## config.mk

```make
export PLATFORM = sky130hd
export DESIGN_NAME = cev_front
export DESIGN_NICKNAME = d
export VERILOG_FILES = /design/src/rtl/cev_pkg.sv /design/src/rtl/cev_front.sv
export SDC_FILE = /design/constraint.sdc
export NUM_CORES = 1
export LEC_CHECK = 0
export ABC_AREA = 1
export BUFFER_PORTS_ARGS = -buffer_cell sky130_fd_sc_hd__buf_4
export CORE_ASPECT_RATIO = 0.7
export CORE_MARGIN = 8
export CORE_UTILIZATION = 52
export CTS_CLUSTER_DIAMETER = 50
export DETAILED_ROUTE_END_ITERATION = 10
export GPL_ROUTABILITY_DRIVEN = 0
export MAX_ROUTING_LAYER = met4
export PLACE_DENSITY_LB_ADDON = 0.12
export RECOVER_POWER = 100
export SETUP_SLACK_MARGIN = 0.2
export SLEW_MARGIN = 20
export SYNTH_ARGS = -nofsm -noshare
export SYNTH_HDL_FRONTEND = slang
export SYNTH_SLANG_ARGS = --single-unit
```

## constraint.sdc

```tcl
create_clock -name clk -period 6.1 [get_ports clk]
set_input_delay 1.22 -clock clk [delete_from_list [all_inputs] [get_ports clk]]
set_output_delay 1.22 -clock clk [all_outputs]
set_load 0.03 [all_outputs]
```

## src/rtl/cev_pkg.sv

```systemverilog
package cev_pkg;

	// queue geometry
	localparam int DEPTH = 512;
	localparam int AW    = $clog2(DEPTH);
	localparam int PW    = AW + 1;

	typedef enum logic [1:0] {
		OP_PUSH   = 2'd0,
		OP_POP    = 2'd1,
		OP_PURGE  = 2'd2,
		OP_RDDROP = 2'd3
	} op_t;

	typedef enum logic [2:0] {
		ST_APPENDED  = 3'd0,
		ST_COALESCED = 3'd1,
		ST_DROPPED   = 3'd2,
		ST_POPPED    = 3'd3,
		ST_EMPTY     = 3'd4,
		ST_PURGED    = 3'd5,
		ST_DROP_READ = 3'd6
	} status_t;

	typedef enum logic [1:0] {
		S_IDLE,
		S_EXEC,
		S_PURGE
	} state_t;

	// one queued operation
	typedef struct packed {
		op_t         op;
		logic [15:0] src;
		logic [7:0]  typ;
		logic [15:0] x;
		logic [15:0] y;
		logic [31:0] val;
	} item_t;

	// one stored event
	typedef struct packed {
		logic [15:0] src;
		logic [7:0]  typ;
		logic [15:0] x;
		logic [15:0] y;
		logic [31:0] val;
	} ent_t;

	// one result
	typedef struct packed {
		status_t     status;
		ent_t        ev;
		logic [PW-1:0] occ;
		logic [15:0] drop;
	} res_t;

endpackage

```

## src/rtl/cev_front.sv

```systemverilog
module cev_front (
	input  logic          clk,
	input  logic          arst_n,
	input  logic          in_valid,
	output logic          in_stall,
	input  cev_pkg::item_t in_item,
	output logic          head_valid,
	output cev_pkg::item_t head,
	input  logic          deq
);
	import cev_pkg::*;

	// two-entry queue between intake and execution
	item_t      buf_q [2];
	logic [1:0] cnt_q;
	logic       rd_q;
	logic       enq;

	assign in_stall   = cnt_q == 2'd2;
	assign enq        = in_valid && !in_stall;
	assign head_valid = cnt_q != 2'd0;
	assign head       = buf_q[rd_q];

	always_ff @(posedge clk or negedge arst_n) begin
		if (!arst_n) begin
			cnt_q <= 2'd0;
			rd_q  <= 1'b0;
		end else begin
			cnt_q <= cnt_q + {1'b0, enq} - {1'b0, deq};
			if (deq)
				rd_q <= !rd_q;
		end
	end

	// write slot is the head when empty, else the one after the head
	always_ff @(posedge clk) begin
		if (enq)
			buf_q[rd_q ^ cnt_q[0]] <= in_item;
	end

endmodule

```

## After elaboration in Yosys (flattened, before gate mapping)

Memories as Yosys holds them, arrays and structs flattened.
Cells that the tools add are included.
W data, S select, Z words.

| storage, ports and cells | value |
|---|---|
| memories kept | 1 |
| word-level logic and storage cells | 13 |
| bits in registers | 3 |
| memory bits (writable) | 180 |

| cells by class | value |
|---|---|
| $add $sub $neg | 2 |
| mux-type cells | 2 |
| bitwise operators | 1 |
| reductions and logical operators | 4 |
| equality and inequality tests | 1 |

Memories:

| memory | depth | bits a word | rd ports | clocked after Yosys merged registers in | write ports | RTL line | text |
|---|---|---|---|---|---|---|---|
| buf_q | 2 | 90 | 1 | 0 | 1 | cev_front.sv:14 | `item_t buf_q [2];` |

Operator list:

| operator | number |
|---|---|
| $add A2 B1 Y2 | 1 |
| $eq A2 B2 Y1 const B | 1 |
| $logic_not A1 Y1 | 2 |
| $mux W1 | 2 |
| $reduce_bool A2 Y1 | 1 |
| $sub A2 B1 Y2 | 1 |
| $logic_and A1 B1 Y1 | 1 |
| $xor A1 B1 Y1 | 1 |

## Depth between registers and ports, before layout

Gate-level depths: netlist of the first run.

| logic depth | value |
|---|---|
| word-level depth | 5 |
| gate-level depth with buffers | 8 |
| depth with buffers taken out | 8 |

## Worst setup path before layout of the first run

OpenSTA, ideal clock, no wires.

| timing path | value |
|---|---|
| path kind | input-to-reg |
| start point | input port in_valid |
| end point | memory buf_q[1][0] (netlist bit) (enable) |
| arrival time | 5.133 ns |
| library setup time | 0.540 ns |
| cell stages on the path | 2 |
| buffers on the path | 0 |
| path slack | 0.427 ns |
| required time | 5.560 ns |
| cell sequence | o21ai_0 > nor2_1 |

| between the ends | value |
|---|---|
| cells in the longest elaborated chain, start to end | 3 |

Ends and longest elaborated chain:

| element | RTL line | text |
|---|---|---|
| start, declared | cev_front.sv:4 | `input logic in_valid,` |
| $logic_and A1 B1 Y1 | cev_front.sv:20 | `assign enq = in_valid && !in_stall;` |
| $mux W1 | cev_front.sv:37 | `if (enq)` |
| $mux W1 (not written as such) | cev_front.sv:38 | `buf_q[rd_q ^ cnt_q[0]] <= in_item;` |
| end, declared | cev_front.sv:14 |  |

No other way between the ends.

==> impl_metrics.tcl, run 1 <==
set metrics [dict create \
    status "complete, but fails checks" \
    failed_checks "max-capacitance violations, max-slew violations" \
    worstSkewPairLatency_ns 0.41 \
    wl_met1_mm 6.04 \
    antenna_cells 0 \
    dp_hpwl_mm 9.43 \
    fillers 1035 \
    wl_per_cell_um 16.2 \
    path_class "reg -> out" \
    port-buffer-count 185 \
    cpMostUsedCell "clkbuf_1" \
    finalClockSkew_ns 0.00934 \
    drc 0 \
    drt-initial-drc-count 236 \
    num_rows 35 \
    yosys_most_used_dff "edfxtp_1" \
    initial_core_util_pct 52.8 \
    cts_resized 0 \
    vias 4100 \
    grt_pass1_vias 4231 \
    multi_input_area_um2 893 \
    dr_wl_met2_mm 6.88 \
    grt_overflow_total 0 \
    ant_nets 0 \
    h-tree-depth 4 \
    grt_usage_pct 16.9 \
    synth_edf_count 180 \
    grt_pass1_wl_mm 21.9 \
    reg2reg_to "buf_q[0][16]" \
    fmax_mhz 228 \
    layout-drive-gt1-share_pct 15.2 \
    ios 186 \
    drt_wl_total_mm 13.9 \
    dr.pass1.iters 4 \
    synth_seq_cells 183 \
    critPathLaunchType "register" \
    syn_area_um2 6870 \
    path_buf_inv 2 \
    worstReg2RegStart "rd_q" \
    numCtsBuffers 17 \
    finalCritPeriodShare_pct 71.8 \
    ir_drop_v 0.000294 \
    clk_pin_slew_ns 0.07 \
    wl_met3_um 898 \
    synth_most_common_cell "edfxtp_1" \
    tns_ns 0 \
    cts_tree "done" \
    syn_inst 493 \
    netlist.area_leader.share_pct 78.7 \
    dp_slack_ns 2.75 \
    maxCapViolations 3 \
    die_h_um 112 \
    synthArstFlopShare_pct 1.64 \
    crit_arrival_ns 3.16 \
    die_w_um 153 \
    hold_path_class "in -> async" \
    rsz0062_at_grt "false" \
    antenna_found_initial 0 \
    seq_area_um2 5480 \
    ctsHoldBuffers 0 \
    power.total_mw 5.00 \
    yosys_warnings 0 \
    worst_pin_slew_ns 2.79 \
    critPathSlowestCell "clkbuf_1" \
    hold_viol_final 0 \
    synth_area_leader_cell "edfxtp_1" \
    power_density_nw_per_um2 587 \
    syn-num-nets 589 \
    synth_area_leaders "edfxtp_1 79%, o21ai_0 6.1%, nand2_1 5.2%" \
    synth_common_cells "180 x edfxtp_1, 95 x nand2_1, 94 x inv_1" \
    synthDistinctLibCells 16 \
    crit_path_cell_trace "clkbuf_1 > nand2_1 > o21ai_0 > clkbuf_1" \
    slew_headroom_pct -86.1 \
    dr.max_layer_used "met4" \
    die-area_um2 17200 \
    critPathTopFamily "buffers and inverters" \
    leakagePower_nw 3.34 \
    worst_slack_ns 1.72 \
    synth-seq-area-share_pct 79.8 \
    grt_max_degree 131 \
    area_growth_syn_to_layout_pct 24.0 \
    fin_crit_ns 4.38 \
    cp_max_fo 56 \
    post_cts_buffers 0 \
    clock_path_buffers 2 \
    slowest_delay_ns 1.32 \
    fin_nets 779 \
    slew_violations 147 \
    required_ns 4.88 \
    clock_sinks 183 \
    coreArea_um2 13000 \
    rr_worst_depth 4 \
    setup_violations 0 \
    worstSetupEndpointType "output pin" \
    root_buffer "clkbuf_16" \
    syn_area_per_cell_um2 13.9 \
    vias_per_cell 4.76 \
    reg2reg_setup_slack_ns 2.33 \
]
power by group:
group / total [mW] / switching (mW) / internal, mW / leakage [nW]
Clock: 1.01 / 0.471 / 0.537 / 0.267
Combinational: 1.92 / 1.52 / 0.398 / 1.36
Sequential: 2.08 / 0.147 / 1.93 / 1.71
Total: 5.00 / 2.14 / 2.86 / 3.34
registers in the layout, summed over array words and instances, names as in the netlist:
register / count
rd_q: 1
buf_q: 180
cnt_q: 2
cells by family (layout without fill, tap and decap cells):
logic type | after synthesis | in the layout | synth area share (%)
xor+xnor | 3 | 3 | 0.383
flops | 183 | 183 | 79.8
fa+ha+maj | 2 | 2 | 0.364
buf+inv | 114 | 317 | 7.29
simple gates | 100 | 100 | 5.52
compound gates | 91 | 91 | 6.63
layout make-up:
class,count,share of cell area [%]
flip-flops and latches,183,64.4
repair buffers,191,12.1
inverters,94,4.14
multi-input cells,196,10.5
well taps,166,2.44
clock inverters,13,1.38
clock buffers,19,5.08
per-stage QoR:
stage               instances  util [%]  area, µm²  hold slack, ns
detailed placement        828      64.4       8380           0.618
global route              862      65.5       8520           0.576
global placement          828      64.4       8380           0.573
floorplan                 493         -       6870           0.551
finish                    862      65.5       8520           0.598
CTS                       860      68.6       8930           0.560
layer usage:
metal | global-route usage (%) | vias up
met3 | 6.68 | 12
met2 | 27.3 | 129
met1 | 19.7 | 1913
li1 | - | 2046
met4 | 4.16 | 0
met5 | - | -
how the worst max path moves through the flow:
stage	startpoint	endpoint	slack (ns)	cells past startpoint
CTS	rd_q	head[54]	2.29	4
detailed placement	rd_q	head[54]	2.75	4
floorplan	in_valid	buf_q[1][0]	0.43	2
global placement	rd_q	head[66]	2.78	3
finish	rd_q	head[54]	1.72	4
global route	rd_q	head[60]	1.30	4
cells in the final DEF (no fill, tap or decap), types with 4 or more instances in the layout:
cell type,netlist,final
clkinv_4,0,5
clkbuf_1,1,119
clkbuf_16,0,17
o21ai_0,84,89
buf_4,2,8
nand2_1,95,95
inv_1,94,94
edfxtp_1,180,180
inv_8,0,4
clkbuf_4,0,64
No activity file was read; power rests on OpenSTA's default activity.
==> run 2: changes to the inputs <==
==> constraint.sdc (replaced) <==
create_clock -name clk -period 4.4 [get_ports clk]
set_input_delay 0.88 -clock clk [delete_from_list [all_inputs] [get_ports clk]]
set_output_delay 0.88 -clock clk [all_outputs]
set_load 0.03 [all_outputs]
==> run 2 against run 1 <==
  * The flow still finishes with violations (max-capacitance violations, max-slew violations)
  * Cell count did not move
  * Non-clock buffer count rose by 1
  * Sequential cell count did not move
  * Via count rose by 2.1%
  * Critical endpoint is now head[9]
  * Largest cell class unchanged
  * Largest power group unchanged
==> impl_metrics.tcl, run 2 (synthesis results as in run 1) <==
set metrics [dict create \
    antenna_found_initial 0 \
    layout-drive-gt1-share_pct 14.2 \
    final_common_cell "edfxtp_1" \
    worst_pin_slew_ns 1.76 \
    cp_max_fo 80 \
    ant_nets 0 \
    critPathLaunchType "register" \
    slew_violations 184 \
    num_rows 35 \
    fin_nets 780 \
    vias 4186 \
    die-area_um2 17200 \
    rsz0062_at_grt "false" \
    path_class "reg -> out" \
    clock_path_buffers 2 \
    fin_crit_ns 3.20 \
    design_area_um2 8510 \
    initial_core_util_pct 52.8 \
    power_density_nw_per_um2 825 \
    root_buffer "clkbuf_16" \
    vias_per_cell 4.86 \
    dr.pass1.iters 5 \
    coreArea_um2 13000 \
    ir_drop_v 0.000625 \
    die_h_um 112 \
    path_buf_inv 2 \
    cts_resized 0 \
    setup_violations 0 \
    clk_pin_slew_ns 0.06 \
    final_cell_mix "180 x edfxtp_1, 127 x clkbuf_1, 95 x nand2_1, 94 x inv_1, 84 x o21ai_0" \
    finalClockSkew_ns 0.00957 \
    hold_viol_final 0 \
    maxCapViolations 4 \
    crit_arrival_ns 2.32 \
    required_ns 3.52 \
    dpl.cell_count 831 \
    die_w_um 153 \
    status "complete, but fails checks" \
    cts_tree "done" \
    worstSkewPairLatency_ns 0.42 \
    grt_max_degree 81 \
    fmax_mhz 313 \
    ios 186 \
    largest_reg_flops 180 \
    drt-initial-drc-count 343 \
    critPathSlowestCell "dfrtp_4" \
    grt_pass1_vias 4433 \
    ctsHoldBuffers 0 \
    grt_usage_pct 17.3 \
    crit_path_cell_trace "buf_4 > nand2_1 > o21ai_0 > clkbuf_1" \
    utilization_pct 65.4 \
    tns_ns 0 \
    grt_overflow_total 0 \
    reg2reg_setup_slack_ns 1.46 \
    h-tree-depth 4 \
    numCtsBuffers 17 \
    drt_wl_total_mm 14.2 \
    hold_path_class "in -> async" \
    area_growth_syn_to_layout_pct 23.9 \
    slew_headroom_pct -17.2 \
    leakagePower_nw 3.31 \
    port-buffer-count 185 \
    worstSetupEndpointType "output pin" \
    drc 0 \
    clock_sinks 183 \
    slowest_delay_ns 0.91 \
    failed_checks "max-capacitance violations, max-slew violations" \
    dp_hpwl_mm 9.98 \
    grt_pass1_wl_mm 22.5 \
    critPathTopFamily "flip-flops" \
    antenna_cells 0 \
    finalCritPeriodShare_pct 72.7 \
    post_cts_buffers 0 \
    layout.cells.non_filler 862 \
    wl_per_cell_um 16.5 \
    dpl_cell_area_um2 8390 \
]
==> run 2: per-layer routing <==
metal / vias up / track usage (%) / part of all wire [%]
met2: 146 / 27.7 / 49
met1: 1978 / 20.9 / 42
met4: 0 / 4.55 / 0.89
met5: - / - / 0
met3: 14 / 5.91 / 7.8
li1: 2048 / - / -
==> run 2: path summary, 6_finish.rpt <==
| kind | startpoint | to | cells past startpoint |
|---|---|---|---|
| max reg2reg | rd_q | buf_q[1][33] | 3 |
| min | arst_n | cnt_q[1] | 1 |
| min in group clk | cnt_q[1] | cnt_q[1] | 3 |
| min reg2reg | cnt_q[1] | cnt_q[1] | 3 |
| max | rd_q | head[9] | 4 |
| max in group asynchronous | arst_n | rd_q | 1 |
==> run 2: where the power goes <==
| group | internal [mW] | switching [mW] | total (mW) |
|---|---|---|---|
| Combinational | 0.500 | 2.08 | 2.58 |
| Clock | 0.899 | 0.628 | 1.53 |
| Sequential | 2.68 | 0.233 | 2.91 |
==> run 2: stage by stage <==
stage / hold WS (ns) / worst slack (ns) / power, mW
after floorplan: 0.551 / -0.933 / 4.88
after global placement: 0.570 / 1.78 / 5.94
after detailed placement: 0.591 / 1.77 / 6.00
after CTS: 0.230 / 1.28 / 7.54
after global routing: 0.277 / 0.994 / 7.43
final: 0.269 / 1.20 / 7.02
==> run 2: layout make-up <==
| class | instances | area (µm²) |
|---|---|---|
| flip-flops and latches | 183 | 5480 |
| fillers | 1041 | 4500 |
| repair buffers | 192 | 963 |
| multi-input cells | 196 | 901 |
| clock buffers | 18 | 429 |
| inverters | 94 | 353 |
| well taps | 166 | 208 |
| clock inverters | 13 | 170 |
